$ cat config.mk
export PLATFORM = sky130hd
export DESIGN_NAME = cpu_operand_address_sequencer_core_flat
export DESIGN_NICKNAME = d
export VERILOG_FILES = /design/src/hw/rtl/aos_pkg.sv /design/src/hw/rtl/aos_if.sv /design/src/hw/rtl/aos_in_stage.sv /design/src/hw/rtl/aos_step_unit.sv /design/src/hw/rtl/aos_out_stage.sv /design/src/hw/rtl/cpu_operand_address_sequencer_core.sv /design/src/flat_wrapper.sv
export SDC_FILE = /design/constraint.sdc
export NUM_CORES = 1
export LEC_CHECK = 0
export ABC_AREA = 1
export BUFFER_PORTS_ARGS = -buffer_cell sky130_fd_sc_hd__buf_2
export CAP_MARGIN = 20
export CORE_MARGIN = 2
export CORE_UTILIZATION = 60
export CTS_CLUSTER_DIAMETER = 60
export CTS_CLUSTER_SIZE = 40
export DETAILED_ROUTE_END_ITERATION = 7
export PLACE_DENSITY_LB_ADDON = 0.08
export SYNTH_ARGS = -nofsm -noshare
export SYNTH_HDL_FRONTEND = slang
export SYNTH_SLANG_ARGS = --single-unit
export TNS_END_PERCENT = 20
$ cat constraint.sdc
create_clock -name clock -period 8.4 [get_ports clock]
set_input_delay 0.84 -clock clock [delete_from_list [all_inputs] [get_ports clock]]
set_output_delay 0.84 -clock clock [all_outputs]
set_load 0.02 [all_outputs]
$ cat src/hw/rtl/aos_pkg.sv
// Shared types, codes and helper functions for the operand address sequencer.
// Depends on nothing; every other file of the block but aos_if imports it.
package aos_pkg;

   // item kind on the request channel
   localparam logic KIND_START = 1'b0;
   localparam logic KIND_DATA  = 1'b1;

   // item kind on the response channel
   localparam logic RESULT_READ = 1'b0;
   localparam logic RESULT_DONE = 1'b1;

   typedef enum logic [3:0] {
      MODE_IMM  = 4'd0,
      MODE_ZP   = 4'd1,
      MODE_ZPX  = 4'd2,
      MODE_ZPY  = 4'd3,
      MODE_ABS  = 4'd4,
      MODE_ABSX = 4'd5,
      MODE_ABSY = 4'd6,
      MODE_INDX = 4'd7,
      MODE_INDY = 4'd8,
      MODE_IND  = 4'd9
   } mode_type;

   typedef enum logic [2:0] {
      PH_IDLE   = 3'd0,
      PH_OP_LO  = 3'd1,
      PH_OP_HI  = 3'd2,
      PH_PTR_LO = 3'd3,
      PH_PTR_HI = 3'd4,
      PH_VALUE  = 3'd5
   } phase_type;

   typedef struct packed {
      logic        kind;
      logic [3:0]  mode;
      logic [15:0] program_counter;
      logic [7:0]  index_x;
      logic [7:0]  index_y;
      logic        fetch_value;
      logic [7:0]  read_data;
   } req_item_type;

   typedef struct packed {
      logic        result_kind;
      logic [15:0] read_address;
      logic [15:0] effective_address;
      logic [7:0]  operand_value;
      logic [15:0] next_program_counter;
   } rsp_item_type;

   // status of the item sitting in the input register
   typedef struct packed {
      logic item_valid;
      logic has_result;
   } step_status_type;

   // map a raw mode code; unused codes behave as immediate
   function automatic mode_type decode_mode(input logic [3:0] code);
      mode_type m;
      unique case (code)
         4'd1:    m = MODE_ZP;
         4'd2:    m = MODE_ZPX;
         4'd3:    m = MODE_ZPY;
         4'd4:    m = MODE_ABS;
         4'd5:    m = MODE_ABSX;
         4'd6:    m = MODE_ABSY;
         4'd7:    m = MODE_INDX;
         4'd8:    m = MODE_INDY;
         4'd9:    m = MODE_IND;
         default: m = MODE_IMM;
      endcase
      return m;
   endfunction

   // modes whose operand takes two bytes after the opcode
   function automatic logic is_two_byte(input mode_type m);
      return (m == MODE_ABS) || (m == MODE_ABSX) || (m == MODE_ABSY) || (m == MODE_IND);
   endfunction

endpackage

$ cat src/hw/rtl/aos_if.sv
// Valid/ready channel interfaces for request and response items.
// Depends on nothing; used by the top level and its stages.
interface aos_req_if;
   logic        valid;
   logic        ready;
   logic        kind;
   logic [3:0]  mode;
   logic [15:0] program_counter;
   logic [7:0]  index_x;
   logic [7:0]  index_y;
   logic        fetch_value;
   logic [7:0]  read_data;

   modport source (output valid, kind, mode, program_counter, index_x, index_y,
                   fetch_value, read_data, input ready);
   modport sink   (input valid, kind, mode, program_counter, index_x, index_y,
                   fetch_value, read_data, output ready);
endinterface

interface aos_rsp_if;
   logic        valid;
   logic        ready;
   logic        result_kind;
   logic [15:0] read_address;
   logic [15:0] effective_address;
   logic [7:0]  operand_value;
   logic [15:0] next_program_counter;

   modport source (output valid, result_kind, read_address, effective_address,
                   operand_value, next_program_counter, input ready);
   modport sink   (input valid, result_kind, read_address, effective_address,
                   operand_value, next_program_counter, output ready);
endinterface

$ cat src/hw/rtl/aos_in_stage.sv
// Input register of the sequencer: captures one request item per cycle while it is empty or its item moves on.
// Depends on aos_pkg and aos_req_if.
module aos_in_stage (
   input  logic                 clock,
   input  logic                 reset,
   aos_req_if.sink              req_chan,
   input  logic                 advance,
   output aos_pkg::req_item_type item,
   output logic                 item_valid
);
   import aos_pkg::*;

   req_item_type in_ff, in_in;
   logic         valid_ff, valid_in;
   logic         take;

   // accept while empty or while the held item moves on
   assign req_chan.ready = !valid_ff || advance;
   assign take           = req_chan.valid && req_chan.ready;

   always_comb begin
      in_in = in_ff;
      if (take) begin
         in_in.kind            = req_chan.kind;
         in_in.mode            = req_chan.mode;
         in_in.program_counter = req_chan.program_counter;
         in_in.index_x         = req_chan.index_x;
         in_in.index_y         = req_chan.index_y;
         in_in.fetch_value     = req_chan.fetch_value;
         in_in.read_data       = req_chan.read_data;
      end
   end

   // hold, refill or drain the valid flag
   always_comb begin
      priority if (take) begin
         valid_in = 1'b1;
      end else if (advance) begin
         valid_in = 1'b0;
      end else begin
         valid_in = valid_ff;
      end
   end

   always_ff @(posedge clock) begin
      if (reset) begin
         valid_ff <= 1'b0;
      end else begin
         valid_ff <= valid_in;
      end
   end

   always_ff @(posedge clock) begin
      in_ff <= in_in;
   end

   assign item       = in_ff;
   assign item_valid = valid_ff;

endmodule

$ cat src/hw/rtl/aos_step_unit.sv
// Sequencer state and the per-item step logic between the two registers.
// Depends on aos_pkg.
module aos_step_unit (
   input  logic                     clock,
   input  logic                     reset,
   input  aos_pkg::req_item_type    item,
   input  logic                     item_valid,
   input  logic                     commit,
   output aos_pkg::rsp_item_type    result,
   output aos_pkg::step_status_type status
);
   import aos_pkg::*;

   phase_type   phase_ff, phase_in;
   mode_type    mode_ff, mode_in;
   logic [15:0] pc_ff, pc_in;
   logic [7:0]  x_ff, x_in;
   logic [7:0]  y_ff, y_in;
   logic        want_ff, want_in;
   logic [7:0]  low_ff, low_in;
   logic [15:0] work_ff, work_in;

   logic        start;
   mode_type    cur_mode;
   logic [15:0] cur_pc;
   logic [7:0]  cur_x;
   logic [7:0]  cur_y;
   logic        cur_want;
   logic [15:0] cur_npc;
   logic [7:0]  d;
   logic [7:0]  zp_x_sum;
   logic [7:0]  zp_y_sum;
   logic [7:0]  ptr_step;
   logic [15:0] word_addr;

   logic        fin;
   logic [15:0] fin_ea;
   logic        go_req;
   logic [15:0] req_addr;
   phase_type   req_phase;
   logic        val_done;
   logic        has_result;
   logic        is_done;

   // operands seen by the step: fresh fields on a start, saved ones otherwise
   assign start    = (item.kind == KIND_START);
   assign d        = item.read_data;
   assign cur_mode = start ? decode_mode(item.mode) : mode_ff;
   assign cur_pc   = start ? item.program_counter : pc_ff;
   assign cur_x    = start ? item.index_x : x_ff;
   assign cur_y    = start ? item.index_y : y_ff;
   assign cur_want = start ? item.fetch_value : want_ff;
   assign cur_npc  = cur_pc + (is_two_byte(cur_mode) ? 16'd2 : 16'd1);

   assign zp_x_sum  = d + x_ff;
   assign zp_y_sum  = d + y_ff;
   assign ptr_step  = work_ff[7:0] + 8'd1;
   assign word_addr = {d, low_ff};

   // address datapath: decide between a finish, a further read or the value
   always_comb begin
      fin       = 1'b0;
      fin_ea    = '0;
      go_req    = 1'b0;
      req_addr  = '0;
      req_phase = phase_ff;
      val_done  = 1'b0;
      low_in    = low_ff;
      work_in   = work_ff;
      if (item_valid) begin
         if (start) begin
            low_in  = '0;
            work_in = '0;
            if (cur_mode == MODE_IMM) begin
               fin    = 1'b1;
               fin_ea = cur_pc;
            end else begin
               go_req    = 1'b1;
               req_addr  = cur_pc;
               req_phase = PH_OP_LO;
            end
         end else begin
            unique case (phase_ff)
               PH_OP_LO: begin
                  low_in = d;
                  unique case (mode_ff)
                     MODE_ZP: begin
                        fin    = 1'b1;
                        fin_ea = {8'h00, d};
                     end
                     MODE_ZPX: begin
                        fin    = 1'b1;
                        fin_ea = {8'h00, zp_x_sum};
                     end
                     MODE_ZPY: begin
                        fin    = 1'b1;
                        fin_ea = {8'h00, zp_y_sum};
                     end
                     MODE_INDX: begin
                        work_in   = {8'h00, zp_x_sum};
                        go_req    = 1'b1;
                        req_addr  = {8'h00, zp_x_sum};
                        req_phase = PH_PTR_LO;
                     end
                     MODE_INDY: begin
                        work_in   = {8'h00, d};
                        go_req    = 1'b1;
                        req_addr  = {8'h00, d};
                        req_phase = PH_PTR_LO;
                     end
                     default: begin
                        go_req    = 1'b1;
                        req_addr  = pc_ff + 16'd1;
                        req_phase = PH_OP_HI;
                     end
                  endcase
               end
               PH_OP_HI: begin
                  unique case (mode_ff)
                     MODE_ABSX: begin
                        fin    = 1'b1;
                        fin_ea = word_addr + {8'h00, x_ff};
                     end
                     MODE_ABSY: begin
                        fin    = 1'b1;
                        fin_ea = word_addr + {8'h00, y_ff};
                     end
                     MODE_IND: begin
                        work_in   = word_addr;
                        go_req    = 1'b1;
                        req_addr  = word_addr;
                        req_phase = PH_PTR_LO;
                     end
                     default: begin
                        fin    = 1'b1;
                        fin_ea = word_addr;
                     end
                  endcase
               end
               PH_PTR_LO: begin
                  // jump indirect steps the pointer across pages, the others wrap
                  low_in    = d;
                  go_req    = 1'b1;
                  req_phase = PH_PTR_HI;
                  req_addr  = (mode_ff == MODE_IND) ? work_ff + 16'd1 : {8'h00, ptr_step};
               end
               PH_PTR_HI: begin
                  fin    = 1'b1;
                  fin_ea = (mode_ff == MODE_INDY) ? word_addr + {8'h00, y_ff} : word_addr;
               end
               PH_VALUE: begin
                  val_done = 1'b1;
               end
               default: begin
                  // data while idle: drop it
               end
            endcase
         end
         if (fin && cur_want) begin
            work_in = fin_ea;
         end
      end
   end

   // next phase
   always_comb begin
      priority if (!item_valid) begin
         phase_in = phase_ff;
      end else if (fin) begin
         phase_in = cur_want ? PH_VALUE : PH_IDLE;
      end else if (val_done) begin
         phase_in = PH_IDLE;
      end else begin
         phase_in = req_phase;
      end
   end

   // result fields
   always_comb begin
      has_result = fin || go_req || val_done;
      is_done    = (fin && !cur_want) || val_done;
      result.result_kind = is_done ? RESULT_DONE : RESULT_READ;
      priority if (go_req) begin
         result.read_address = req_addr;
      end else if (fin && cur_want) begin
         result.read_address = fin_ea;
      end else begin
         result.read_address = '0;
      end
      priority if (fin && !cur_want) begin
         result.effective_address = fin_ea;
      end else if (val_done) begin
         result.effective_address = work_ff;
      end else begin
         result.effective_address = '0;
      end
      result.operand_value        = val_done ? d : 8'h00;
      result.next_program_counter = is_done ? cur_npc : 16'h0000;
      status.item_valid = item_valid;
      status.has_result = has_result;
   end

   // latch the start fields
   always_comb begin
      mode_in = mode_ff;
      pc_in   = pc_ff;
      x_in    = x_ff;
      y_in    = y_ff;
      want_in = want_ff;
      if (item_valid && start) begin
         mode_in = cur_mode;
         pc_in   = cur_pc;
         x_in    = cur_x;
         y_in    = cur_y;
         want_in = cur_want;
      end
   end

   always_ff @(posedge clock) begin
      if (reset) begin
         phase_ff <= PH_IDLE;
      end else if (commit) begin
         phase_ff <= phase_in;
      end
   end

   always_ff @(posedge clock) begin
      if (commit) begin
         mode_ff <= mode_in;
         pc_ff   <= pc_in;
         x_ff    <= x_in;
         y_ff    <= y_in;
         want_ff <= want_in;
         low_ff  <= low_in;
         work_ff <= work_in;
      end
   end

   // a committed completion leaves the sequencer idle
   a_done_idles: assert property (@(posedge clock) disable iff (reset)
      commit && has_result && is_done |=> phase_ff == PH_IDLE)
      else $error("sequencer not idle after a completion");

   // a committed start of a memory mode waits for the first operand byte
   a_start_op_lo: assert property (@(posedge clock) disable iff (reset)
      commit && start && (cur_mode != MODE_IMM) |=> phase_ff == PH_OP_LO)
      else $error("start did not enter the operand phase");

   // returned data while idle yields nothing
   a_idle_silent: assert property (@(posedge clock) disable iff (reset)
      item_valid && !start && (phase_ff == PH_IDLE) |-> !has_result)
      else $error("result produced from idle data");

   // the value phase is only reached when fetching
   a_value_wanted: assert property (@(posedge clock) disable iff (reset)
      phase_ff == PH_VALUE |-> want_ff)
      else $error("value phase without fetch request");

endmodule

$ cat src/hw/rtl/aos_out_stage.sv
// Result register of the sequencer: holds one response item until taken.
// Depends on aos_pkg and aos_rsp_if.
module aos_out_stage (
   input  logic                  clock,
   input  logic                  reset,
   input  aos_pkg::rsp_item_type result,
   input  logic                  load,
   output logic                  slot_free,
   aos_rsp_if.source             rsp_chan
);
   import aos_pkg::*;

   rsp_item_type rsp_ff, rsp_in;
   logic         valid_ff, valid_in;

   // the slot frees up in the cycle its item is taken
   assign slot_free = !valid_ff || rsp_chan.ready;

   assign rsp_in = load ? result : rsp_ff;

   always_comb begin
      priority if (load) begin
         valid_in = 1'b1;
      end else if (rsp_chan.ready) begin
         valid_in = 1'b0;
      end else begin
         valid_in = valid_ff;
      end
   end

   always_ff @(posedge clock) begin
      if (reset) begin
         valid_ff <= 1'b0;
      end else begin
         valid_ff <= valid_in;
      end
   end

   always_ff @(posedge clock) begin
      rsp_ff <= rsp_in;
   end

   assign rsp_chan.valid                = valid_ff;
   assign rsp_chan.result_kind          = rsp_ff.result_kind;
   assign rsp_chan.read_address         = rsp_ff.read_address;
   assign rsp_chan.effective_address    = rsp_ff.effective_address;
   assign rsp_chan.operand_value        = rsp_ff.operand_value;
   assign rsp_chan.next_program_counter = rsp_ff.next_program_counter;

endmodule

$ cat src/hw/rtl/cpu_operand_address_sequencer_core.sv
// Operand address sequencer for 6502-style addressing modes.
// Requests arrive on req_chan, responses leave on rsp_chan.
//
// A start item (kind 0) carries mode, program counter, X, Y and the fetch
// flag. Each response either asks for a bus read at read_address or reports
// completion with the effective address, the operand value and the advanced
// program counter. The user answers every read with a data item (kind 1)
// carrying the byte read. A start item abandons any sequence in progress;
// data arriving while idle is dropped without a response.
//
// Data path: an accepted item is registered in the input register; its
// response, if any, is registered in the result register once that slot is
// free, and rsp_chan offers it from there. Throughput is one item per cycle
// while the receiver does not stall; the step logic between the registers is
// combinational. A complete sequence takes one item per bus read plus the
// start item.
// Reset (synchronous, active high) empties both registers and returns the
// sequencer to idle. When the receiver stalls, the result register holds
// its item; ready drops once the input register holds an item with a result.
module cpu_operand_address_sequencer_core (
   input  logic      clock,
   input  logic      reset,
   aos_req_if.sink   req_chan,
   aos_rsp_if.source rsp_chan
);
   import aos_pkg::*;

   req_item_type    item;
   logic            item_valid;
   rsp_item_type    result;
   step_status_type status;
   logic            slot_free;
   logic            advance;
   logic            load;

   // move the held item on when its result, if any, has somewhere to go
   assign advance = status.item_valid && (!status.has_result || slot_free);
   assign load    = advance && status.has_result;

   aos_in_stage u_in_stage (
      .clock      (clock),
      .reset      (reset),
      .req_chan   (req_chan),
      .advance    (advance),
      .item       (item),
      .item_valid (item_valid)
   );

   aos_step_unit u_step_unit (
      .clock      (clock),
      .reset      (reset),
      .item       (item),
      .item_valid (item_valid),
      .commit     (advance),
      .result     (result),
      .status     (status)
   );

   aos_out_stage u_out_stage (
      .clock     (clock),
      .reset     (reset),
      .result    (result),
      .load      (load),
      .slot_free (slot_free),
      .rsp_chan  (rsp_chan)
   );

endmodule

$ cat src/flat_wrapper.sv
// flat-port wrapper written by rule: the top's interface ports become plain ports
module cpu_operand_address_sequencer_core_flat import aos_pkg::*;
  (clock, reset, req_chan_valid, req_chan_kind, req_chan_mode, req_chan_program_counter, req_chan_index_x, req_chan_index_y, req_chan_fetch_value, req_chan_read_data, req_chan_ready, rsp_chan_valid, rsp_chan_result_kind, rsp_chan_read_address, rsp_chan_effective_address, rsp_chan_operand_value, rsp_chan_next_program_counter, rsp_chan_ready);
  aos_req_if req_chan_i ();
  aos_rsp_if rsp_chan_i ();
  input  logic clock;
  input  logic reset;
  input wire logic [$bits(req_chan_i.valid)-1:0] req_chan_valid;
  input wire logic [$bits(req_chan_i.kind)-1:0] req_chan_kind;
  input wire logic [$bits(req_chan_i.mode)-1:0] req_chan_mode;
  input wire logic [$bits(req_chan_i.program_counter)-1:0] req_chan_program_counter;
  input wire logic [$bits(req_chan_i.index_x)-1:0] req_chan_index_x;
  input wire logic [$bits(req_chan_i.index_y)-1:0] req_chan_index_y;
  input wire logic [$bits(req_chan_i.fetch_value)-1:0] req_chan_fetch_value;
  input wire logic [$bits(req_chan_i.read_data)-1:0] req_chan_read_data;
  output wire logic [$bits(req_chan_i.ready)-1:0] req_chan_ready;
  output wire logic [$bits(rsp_chan_i.valid)-1:0] rsp_chan_valid;
  output wire logic [$bits(rsp_chan_i.result_kind)-1:0] rsp_chan_result_kind;
  output wire logic [$bits(rsp_chan_i.read_address)-1:0] rsp_chan_read_address;
  output wire logic [$bits(rsp_chan_i.effective_address)-1:0] rsp_chan_effective_address;
  output wire logic [$bits(rsp_chan_i.operand_value)-1:0] rsp_chan_operand_value;
  output wire logic [$bits(rsp_chan_i.next_program_counter)-1:0] rsp_chan_next_program_counter;
  input wire logic [$bits(rsp_chan_i.ready)-1:0] rsp_chan_ready;
  assign req_chan_i.valid = req_chan_valid;
  assign req_chan_i.kind = req_chan_kind;
  assign req_chan_i.mode = req_chan_mode;
  assign req_chan_i.program_counter = req_chan_program_counter;
  assign req_chan_i.index_x = req_chan_index_x;
  assign req_chan_i.index_y = req_chan_index_y;
  assign req_chan_i.fetch_value = req_chan_fetch_value;
  assign req_chan_i.read_data = req_chan_read_data;
  assign req_chan_ready = req_chan_i.ready;
  assign rsp_chan_valid = rsp_chan_i.valid;
  assign rsp_chan_result_kind = rsp_chan_i.result_kind;
  assign rsp_chan_read_address = rsp_chan_i.read_address;
  assign rsp_chan_effective_address = rsp_chan_i.effective_address;
  assign rsp_chan_operand_value = rsp_chan_i.operand_value;
  assign rsp_chan_next_program_counter = rsp_chan_i.next_program_counter;
  assign rsp_chan_i.ready = rsp_chan_ready;
  cpu_operand_address_sequencer_core u_core (.clock(clock), .reset(reset), .req_chan(req_chan_i), .rsp_chan(rsp_chan_i));
endmodule
==> results of run 1 <==
[registers in the layout, indices dropped and copies added, names as in the netlist, 8 cells and up, named ones only]
signal / cells
u_core.u_step_unit.work_ff: 16
u_core.u_step_unit.pc_ff: 16
u_core.u_in_stage.item: 46
u_core.u_out_stage.rsp_chan.next_program_counter: 16
u_core.u_out_stage.rsp_chan.read_address: 16
u_core.u_out_stage.rsp_chan.operand_value: 8
u_core.u_step_unit.x_ff: 8
u_core.u_step_unit.low_ff: 8
u_core.u_step_unit.y_ff: 8
u_core.u_out_stage.rsp_chan.effective_address: 16
[cell type report]
cell class	instances	area (µm²)
Fill cell	1609	5952
Multi-Input combinational cell	1022	5394
Sequential cell	173	5105
Inverter	205	774.5
Timing Repair Buffer	117	628.1
Clock buffer	19	432.9
Tap cell	234	292.8
Clock inverter	13	126.4
[critical path: stages (launching register included)]
cell and delay (ns):
sky130_fd_sc_hd__edfxtp_1 0.33, sky130_fd_sc_hd__buf_4 0.56, sky130_fd_sc_hd__inv_4 0.43, sky130_fd_sc_hd__nand2_1 0.23
sky130_fd_sc_hd__o21ai_4 0.09, sky130_fd_sc_hd__or2_2 0.29, sky130_fd_sc_hd__a21oi_1 0.12, sky130_fd_sc_hd__nand2_1 0.13
sky130_fd_sc_hd__fa_1 0.45, sky130_fd_sc_hd__nor2_1 0.36, sky130_fd_sc_hd__nand2_2 0.13, sky130_fd_sc_hd__nor4_4 0.34
sky130_fd_sc_hd__nand2_2 0.10, sky130_fd_sc_hd__clkinv_1 0.09, sky130_fd_sc_hd__nand2_1 0.07, sky130_fd_sc_hd__o21ai_1 0.14
sky130_fd_sc_hd__a21oi_1 0.05
[cells in the final DEF, fill, tap and decap left out, types with 3 or more instances in the layout]
master,netlist,routed
sky130_fd_sc_hd__nor2_1,94,93
sky130_fd_sc_hd__nand2_2,6,6
sky130_fd_sc_hd__o21ai_0,104,104
sky130_fd_sc_hd__a21boi_0,3,3
sky130_fd_sc_hd__nand2_4,5,5
sky130_fd_sc_hd__nor3_1,10,10
sky130_fd_sc_hd__clkbuf_16,0,17
sky130_fd_sc_hd__nand3b_1,6,6
sky130_fd_sc_hd__nand3_1,162,162
sky130_fd_sc_hd__inv_8,0,4
sky130_fd_sc_hd__xnor2_1,6,6
sky130_fd_sc_hd__nand2_1,384,384
sky130_fd_sc_hd__a21oi_1,62,62
sky130_fd_sc_hd__nor2_4,3,4
sky130_fd_sc_hd__fa_1,5,5
sky130_fd_sc_hd__nand3_4,3,3
sky130_fd_sc_hd__o21ai_1,5,5
sky130_fd_sc_hd__a22oi_1,3,3
sky130_fd_sc_hd__o31ai_1,4,4
sky130_fd_sc_hd__clkinvlp_4,0,4
sky130_fd_sc_hd__inv_2,5,7
sky130_fd_sc_hd__dfxtp_1,9,9
sky130_fd_sc_hd__ha_1,34,34
sky130_fd_sc_hd__inv_1,195,193
sky130_fd_sc_hd__o21ai_2,5,5
sky130_fd_sc_hd__nand3_2,3,3
sky130_fd_sc_hd__buf_4,0,8
sky130_fd_sc_hd__xor2_1,13,13
sky130_fd_sc_hd__o2111ai_1,10,10
sky130_fd_sc_hd__or2_2,6,6
sky130_fd_sc_hd__clkinv_1,3,3
sky130_fd_sc_hd__inv_6,0,4
sky130_fd_sc_hd__o211ai_1,24,24
sky130_fd_sc_hd__edfxtp_1,164,164
sky130_fd_sc_hd__o22ai_1,3,3
sky130_fd_sc_hd__nand4_1,30,30
sky130_fd_sc_hd__buf_2,8,108
[cells in the mapped netlist (all sizes together)]
cell | instances | share of area (%)
nand2 | 395 | 13
inv | 202 | 6.7
nand3 | 168 | 7.8
edfxtp | 164 | 43
o21ai | 116 | 5.4
nor2 | 100 | 3.7
a21oi | 64 | 2.9
ha | 34 | 3.7
nand4 | 32 | 1.9
clkbuf | 29 | 0.95
o211ai | 24 | 1.6
buf | 15 | 0.84
nor3 | 13 | 0.75
xor2 | 13 | 0.99
o2111ai | 10 | 0.76
dfxtp | 9 | 1.6
or2 | 7 | 0.38
nand3b | 6 | 0.39
xnor2 | 6 | 0.46
fa | 5 | 0.87
o31ai | 4 | 0.26
a21boi | 3 | 0.20
a22oi | 3 | 0.20
clkinv | 3 | 0.098
o22ai | 3 | 0.16
a211oi | 2 | 0.13
a21o | 2 | 0.13
a31oi | 2 | 0.11
a32oi | 2 | 0.15
nor4 | 2 | 0.24
o21a | 2 | 0.13
o21bai | 2 | 0.13
mux2i | 1 | 0.087
nor3b | 1 | 0.11
[layer usage]
metal	up-vias	wire (µm)	GRT usage, %
met5	-	0	0
met4	0	1055	11.58
met3	82	3281	6.326
met2	593	15530	54.74
met1	4953	13880	46.53
li1	5093	-	-
[kinds of logic after synthesis]
group / after synthesis
XOR/XNOR: 19
buffers and inverters: 249
flip-flops: 173
AO/OA/AOI/OAI: 239
adder cells (fa/ha/maj): 39
multiplexers: 1
AND/OR/NAND/NOR: 724
[worst paths after layout]
kind | end | slack [ns] | cells after the start
worst max-delay path | flip-flop | 4.22 | 16
worst min-delay path | u_core.u_step_unit.x_ff[2] | 0.42 | 0
worst max register to register | flip-flop | 4.22 | 16
worst min register to register | u_core.u_step_unit.x_ff[2] | 0.42 | 0
[power groups by stage]
stage                     clock [mW]  combinational, mW  sequential, mW
after floorplan                    0              0.194            1.02
after detailed placement           0              0.281            1.03
after global routing           0.797              0.319            1.01
final                          0.763              0.289            1.01
after CTS                      0.767              0.282            1.01
after global placement             0              0.276            1.03
[stage by stage]
| stage | area (µm²) | worst slack (ns) | util [%] | hold WS [ns] | instances |
|---|---|---|---|---|---|
| 6_report | 12750 | 4.220 | 68.18 | 0.4196 | 1783 |
| 5_1_grt | 12750 | 3.888 | 68.18 | 0.4280 | 1783 |
| 4_1_cts | 12730 | 4.287 | 68.03 | 0.4206 | 1782 |
| 3_5_place_dp | 12170 | 4.313 | 65.04 | 0.4045 | 1750 |
| 3_3_place_gp | 12170 | 4.422 | 65.04 | 0.4000 | 1750 |
| 2_1_floorplan | 11470 | 4.916 | - | 0.4003 | 1444 |
==> impl_results.md, run 1 <==
* Post-synthesis area per instance at roughly 7.9 µm²
* HP Start: u_core.u_in_stage.item[19]
* DRT antenna net count at 0
* DR iter-0 viols at about 1100
* Number of nets in the synthesized netlist at 1533
* Leak Pwr at 5.559 nW
* Htree depth at 4
* Yosys cell types at 55
* Final critical-path required period at roughly 4.2 ns
* Height of the chip at around 140 µm
* Switching power total at roughly 600 µW
* Final hold violation count at 0
* CTS root buf: sky130_fd_sc_hd__clkbuf_16
* Final global-route overflow total at 0
* Cell-internal power at 1.461 mW
* Initial antenna violation count at 0
* Deepest clock path buffer count at 2
* Compound-Gate Fraction of Synth Area at approximately an eighth
* Via count at ~11000
* Post-synthesis adder-cell area fraction at around 4.6%
* Vias in the first global route at roughly 10000
* Total of cells resized after clock tree synthesis at 0
* Initial standard-cell utilization of the core at about three fifths
* Sum of negative setup slack at 0 ns
* Maximum fanout along the worst path at between 60 and 70
* Post-DR wirelength/cell at 18.93 µm
* TritonCTS clock tree: done
* CP Data Required Time at about 8.6 ns
* Placeable core region at 0.01871 mm²
* Total power at just over 2 mW
* Launching point of the worst reg2reg path: u_core.u_in_stage.item[45]
* Number of warning messages in the yosys log at 0
* Layout Area Growth over Synthesis at 11.18%
* Critical path data arrival time at approximately 4.4 ns
* Diode count at 0
* Part of the total power dissipated in the clock network at a little under two fifths
* Mux share of post-synthesis cell area at 0.08726%
* XOR/XNOR share of the synthesized area at between 1 and 1.5%
* Relative slew slack at between 30% and 40%
* Drt first pass iters at 8
* Pin count of the biggest net entering global routing at 65
* Count of state elements after synthesis at about 170
* Run status: finished clean
* Crit path from: u_core.u_in_stage.item[45]
* Clock tree skew after final layout at 0.009014 ns
* Total Nets Final at 1625
* Unrepaired setup endpoints after global routing: false
* Number of rows created at floorplan at 50
* Share of final-layout standard cells stronger than drive strength 1 at 13.04%
* Number of CTS-inserted buffers at 17
* Switching part of the total power at about 30%
* Critical path capture point type: flip-flop
* Class of the tightest hold or removal check: flip-flop to flip-flop
* CTS clock-pin slew for the worst setup and hold paths at approximately 0.070 ns
* Gr usage total at around a third
* Nature of the critical path startpoint: flip-flop
* Kind of critical path: flip-flop to flip-flop
* First-pass GRT wire length at between 50000 and 60000 µm
* Post-CTS Hold Buffers at 0
* Sequential-to-total area share from yosys stat at ~45%
* Number of pins with negative max-slew slack in the final report at 0
* Placed wire-length estimate at approximately 25000 µm
* # setup viols final at 0
* Setup Fix Bufs, Post-CTS at 0
* Gate count after technology mapping at 1444
* Total number of clock tree sinks at ~170
* Routability cong. at between 0.9 and 1
* Ratio of final minimum period to clock period at between 40% and 50%
* Peak supply drop at approximately 0.00015 V
* Comb pwr share at around 14%
* Power per cell area at 161.8 mW/mm²
* Main combinational cell family by area after synthesis: simple AND/OR/NAND/NOR gates
* Post-Syn Area at around 0.011 mm²
* Relative contribution of sequential cells to total power at roughly half
* Die Outline Area at between 0.02 and 0.025 mm²
* Later-pin clock latency in the skew report at about 0.43 ns
* Die Width at around 140 µm
* Area fraction in and, or, nand and nor cells after synthesis at 28.56%
* Peak clock frequency supported by timing at 239.2 MHz
* Worst Tran Pin Value at 1.020 ns
* Total Routed Length at roughly 34000 µm
* Max-cap violation count at 0
* Number of vias per cell after detailed routing at ~6
* DRC violations left at 0
* Top Ports at about 110
* Number of buffer cells added on primary ports at 108
(Power assumes the default switching activity.)
==> inputs of run 2 (changes only) <==
--- a/config.mk
+++ b/config.mk
@@ -5,7 +5,7 @@
 export SDC_FILE = /design/constraint.sdc
 export NUM_CORES = 1
 export LEC_CHECK = 0
-export ABC_AREA = 1
+export ABC_AREA = 0
 export BUFFER_PORTS_ARGS = -buffer_cell sky130_fd_sc_hd__buf_2
 export CAP_MARGIN = 20
 export CORE_MARGIN = 2
==> constraint.sdc (replaced) <==
create_clock -name clock -period 4.3 [get_ports clock]
set_input_delay 0.43 -clock clock [delete_from_list [all_inputs] [get_ports clock]]
set_output_delay 0.43 -clock clock [all_outputs]
set_load 0.02 [all_outputs]
==> run 2 against run 1 <==
  * Die area decreased by 4.8%
  * Critical path depth down 2
  * Routed wire length down 2.5%
  * Fmax increased by 12%
  * Setup slack got worse by 3.6 ns
  * Synthesized area decreased by 4.9%
==> impl_results.md, run 2 <==
* Run status: finished clean
* Register-to-Register Setup Slack at 0.58 ns (-3.64 ns)
* Ratio of final minimum period to clock period at 86.42% (+37 points)
* Number of cells traversed by the worst register-to-register path at 14 (-2)
* Number of rows created at floorplan at 49 (-2.0%)
* Total number of clock tree sinks at 173 (unchanged)
* CP Data Required Time at 4.49 ns (-4.09 ns)
* Minimum setup slack in the final design at 0.5838 ns (-3.636 ns)
* Part of the total power dissipated in the clock network at 37.4% (+0.4 points)
* Layout Area Growth over Synthesis at 13.00%
* Cell type with the largest total area after synthesis: sky130_fd_sc_hd__edfxtp_1
* Relative contribution of sequential cells to total power at 47.8% (-1.2 points)
* Top library cells by usage in the layout, fill and taps aside: 164 x sky130_fd_sc_hd__edfxtp_1, 108 x sky130_fd_sc_hd__buf_2, 96 x sky130_fd_sc_hd__nand2_1
* Gr usage total at 33.82% (-0.15 points)
* Switching part of the total power at 28.48% (-0.68 points)
* Slowest stage cell on the critical path: sky130_fd_sc_hd__edfxtp_1
* Number of CTS-inserted buffers at 17 (unchanged)
* Number of warning messages in the yosys log at 0 (unchanged)
* Power per cell area at 336.0 mW/mm² (+110%)
* Number of enable flip-flop cells after synthesis at 164 (unchanged)
* Switching power total at 1.179 mW (+96%)
* Post-synthesis area per instance at 10.25 µm² (+29%)
* Total of cells resized after clock tree synthesis at 0 (unchanged)
* Number of nets in the synthesized netlist at 1153 (-25%)
* Placed wire-length estimate at 23980 µm (-4.8%)
* Biggest cell delay along the critical path at 0.56 ns (about the same)
* Top cells by instance count after synthesis: 164 x sky130_fd_sc_hd__edfxtp_1, 96 x sky130_fd_sc_hd__nand2_1, 86 x sky130_fd_sc_hd__nor2_1
* Cells along the critical path: mux2_2, nor2b_1, a21oi_1, a21o_1, ha_1, inv_1, fa_1, a21oi_2, and3_2, nand3_1, or4_1, nor2_1, xnor2_1, nor2_1
* Critical path capture point type: flip-flop
* Nature of the critical path startpoint: flip-flop
* Total power at 4.141 mW (+100%)
* Fraction of synthesized cell area taken by the top area cell type at 45.16% (+2.2 points)
* Cell-internal power at 2.962 mW (+100%)
* TritonCTS clock tree: done
* Peak supply drop at 0.0002754 V (+78%)
* Hold Crit Endpoint: u_core.u_in_stage.item[3]
* Relative slew slack at 24.05% (-7.8 points)
* Max-cap violation count at 0 (unchanged)
* Number of vias per cell after detailed routing at 6.741 (+12%)
* Gate count after technology mapping at 1064 (-26%)
* Initial antenna violation count at 1 (+1)
* Post-Syn Area at 0.01091 mm² (-4.9%)
* Critical path data arrival time at 3.91 ns (-0.45 ns)
* Post-CTS Hold Buffers at 0 (unchanged)
* Initial standard-cell utilization of the core at 60.92% (-0.41 points)
* Proportion of synthesized flip-flops having asynchronous set or reset at 0% (unchanged)
* Worst Tran Pin Value at 1.139 ns (+0.1191 ns)
* Share of final-layout standard cells stronger than drive strength 1 at 18.79% (+5.8 points)
* Number of pins with negative max-slew slack in the final report at 0 (unchanged)
* Sequential-to-total area share from yosys stat at 46.81% (+2.3 points)
* Leading post-synthesis cells by cell area: sky130_fd_sc_hd__edfxtp_1 45%, sky130_fd_sc_hd__ha_1 3.9%, sky130_fd_sc_hd__xnor2_1 3.4%, sky130_fd_sc_hd__nand2_1 3.3%, sky130_fd_sc_hd__nor2_1 3.0%
* Via count at 9471 (-12%)
* CTS root buf: sky130_fd_sc_hd__clkbuf_16
* Die Outline Area at 0.01927 mm² (-4.8%)
* Pin count of the biggest net entering global routing at 56 (-14%)
* Maximum fanout along the worst path at 10 (-84%)
* First-pass GRT wire length at 50370 µm (-3.8%)
* DR iter-0 viols at 1245 (+13%)
* Final global-route overflow total at 0 (unchanged)
* Most Frequent Cell on Critical Path: sky130_fd_sc_hd__nor2_1
* Deepest clock path buffer count at 2 (unchanged)
* HP Start: req_chan_read_data[3]
* Kind of critical path: flip-flop to flip-flop
* Layout Cell Area excl Fill at 0.01232 mm² (-3.4%)
* Clock tree skew after final layout at 0.01148 ns (+0.002467 ns)
* Setup Fix Bufs, Post-CTS at 0 (unchanged)
* Class of the tightest hold or removal check: input port to flip-flop
* Total Routed Length at 32910 µm (-2.5%)
* Most common cell after layout, fill and taps aside: sky130_fd_sc_hd__edfxtp_1
* Predominant post-synthesis flop cell: sky130_fd_sc_hd__edfxtp_1
* Placeable core region at 0.01790 mm² (-4.3%)
* Top Ports at 109 (unchanged)
* Routability cong. at 1.007 (+1.6%)
* Hold slack at 0.1626 ns (-0.2570 ns)
* Sum of negative setup slack at 0 ns (unchanged)
* Diode count at 0 (unchanged)
* Height of the chip at 138.8 µm (-2.4%)
* Final critical-path required period at 3.716 ns (-0.4636 ns)
* Later-pin clock latency in the skew report at 0.44 ns (about the same)
* Comb pwr share at 14.8% (+0.8 points)
* Final hold violation count at 0 (unchanged)
* Number of buffer cells added on primary ports at 108 (unchanged)
* Launching point of the worst reg2reg path: u_core.u_step_unit.mode_ff[2]
* Most common cell in the netlist: sky130_fd_sc_hd__edfxtp_1
* CTS clock-pin slew for the worst setup and hold paths at 0.07 ns (about the same)
* Post-DR wirelength/cell at 23.42 µm (+24%)
* DRC violations left at 0 (unchanged)
* Peak clock frequency supported by timing at 269.1 MHz (+12%)
* Leak Pwr at 4.638 nW (-17%)
* Flip-flop count of the largest register after layout at 46 (unchanged)
* DRT antenna net count at 0 (unchanged)
* # setup viols final at 0 (unchanged)
* Drt first pass iters at 7 (-1)
* Count of state elements after synthesis at 173 (unchanged)
* Post-Place Setup Slack at 0.6637 ns (-3.650 ns)
* Vias in the first global route at 8992 (-9.7%)
* Post-Place Cell Area at 0.01169 mm² (-3.9%)
* Total Nets Final at 1252 (-23%)
* Worst hold path cell count at 1 (+1)
* Htree depth at 4 (unchanged)
* Yosys cell types at 96 (+75%)
* Die Width at 138.8 µm (-2.4%)
* Unrepaired setup endpoints after global routing: false
==> run 2: layout make-up <==
type                            count  area, µm²
Fill cell                        1415       5579
Multi-Input combinational cell    789       5368
Tap cell                          229      286.5
Inverter                           44      165.2
Clock inverter                     14      151.4
Clock buffer                       18      429.2
Sequential cell                   173       5105
Timing Repair Buffer              138      818.3
==> run 2: power by group through the flow <==
| stage | clock [mW] | combinational (mW) | sequential, mW |
|---|---|---|---|
| 6_report | 1.55 | 0.611 | 1.98 |
| 5_1_grt | 1.61 | 0.655 | 1.99 |
| 4_1_cts | 1.56 | 0.588 | 1.98 |
| 3_5_place_dp | 0 | 0.581 | 2.02 |
| 3_3_place_gp | 0 | 0.573 | 2.01 |
| 2_1_floorplan | 0 | 0.412 | 1.99 |
==> run 2: critical path, delay by kind of cell (launching register included) <==
kind / cells / cell delay, ns
xor+xnor: 1 / 0.14
simple gates: 6 / 1.20
buf+inv: 1 / 0.06
flops: 1 / 0.56
mux: 1 / 0.36
compound gates: 3 / 0.49
fa+ha+maj: 2 / 0.66
==> run 2: layer usage <==
metal | global-route usage [%] | wire length, µm | share of wire, % | vias to the layer above
li1 | - | - | - | 4233
met1 | 46.54 | 13050 | 40 | 4487
met2 | 52.58 | 15010 | 46 | 631
met3 | 6.526 | 3398 | 10 | 118
met4 | 15.20 | 1432 | 4.4 | 2
met5 | 0 | 13 | 0.040 | -
==> run 2: worst max path at each step <==
stage	from	to	slack, ns	cells past startpoint
floorplan	u_core.u_in_stage.item[45]	u_core.u_step_unit.mode_ff[0]	0.46	8
global placement	u_core.u_in_stage.item[45]	flip-flop	0.76	14
detailed placement	u_core.u_step_unit.mode_ff[2]	flip-flop	0.66	14
CTS	u_core.u_step_unit.mode_ff[2]	flip-flop	0.60	14
global route	u_core.u_step_unit.mode_ff[2]	flip-flop	0.34	14
finish	u_core.u_step_unit.mode_ff[2]	flip-flop	0.58	14
==> run 2: cells by family after synthesis <==
kind of cell | synth area share [%]
xor+xnor | 5.507
fa+ha+maj | 4.911
flops | 46.81
buf+inv | 4.096
mux | 2.719
simple gates | 16.46
compound gates | 19.49
==> run 2: through the flow <==
step	util, %	cells
after global routing	68.84	1405
after detailed placement	65.29	1371
final	68.84	1405
after global placement	65.29	1371
after floorplan	-	1064
after CTS	68.53	1403
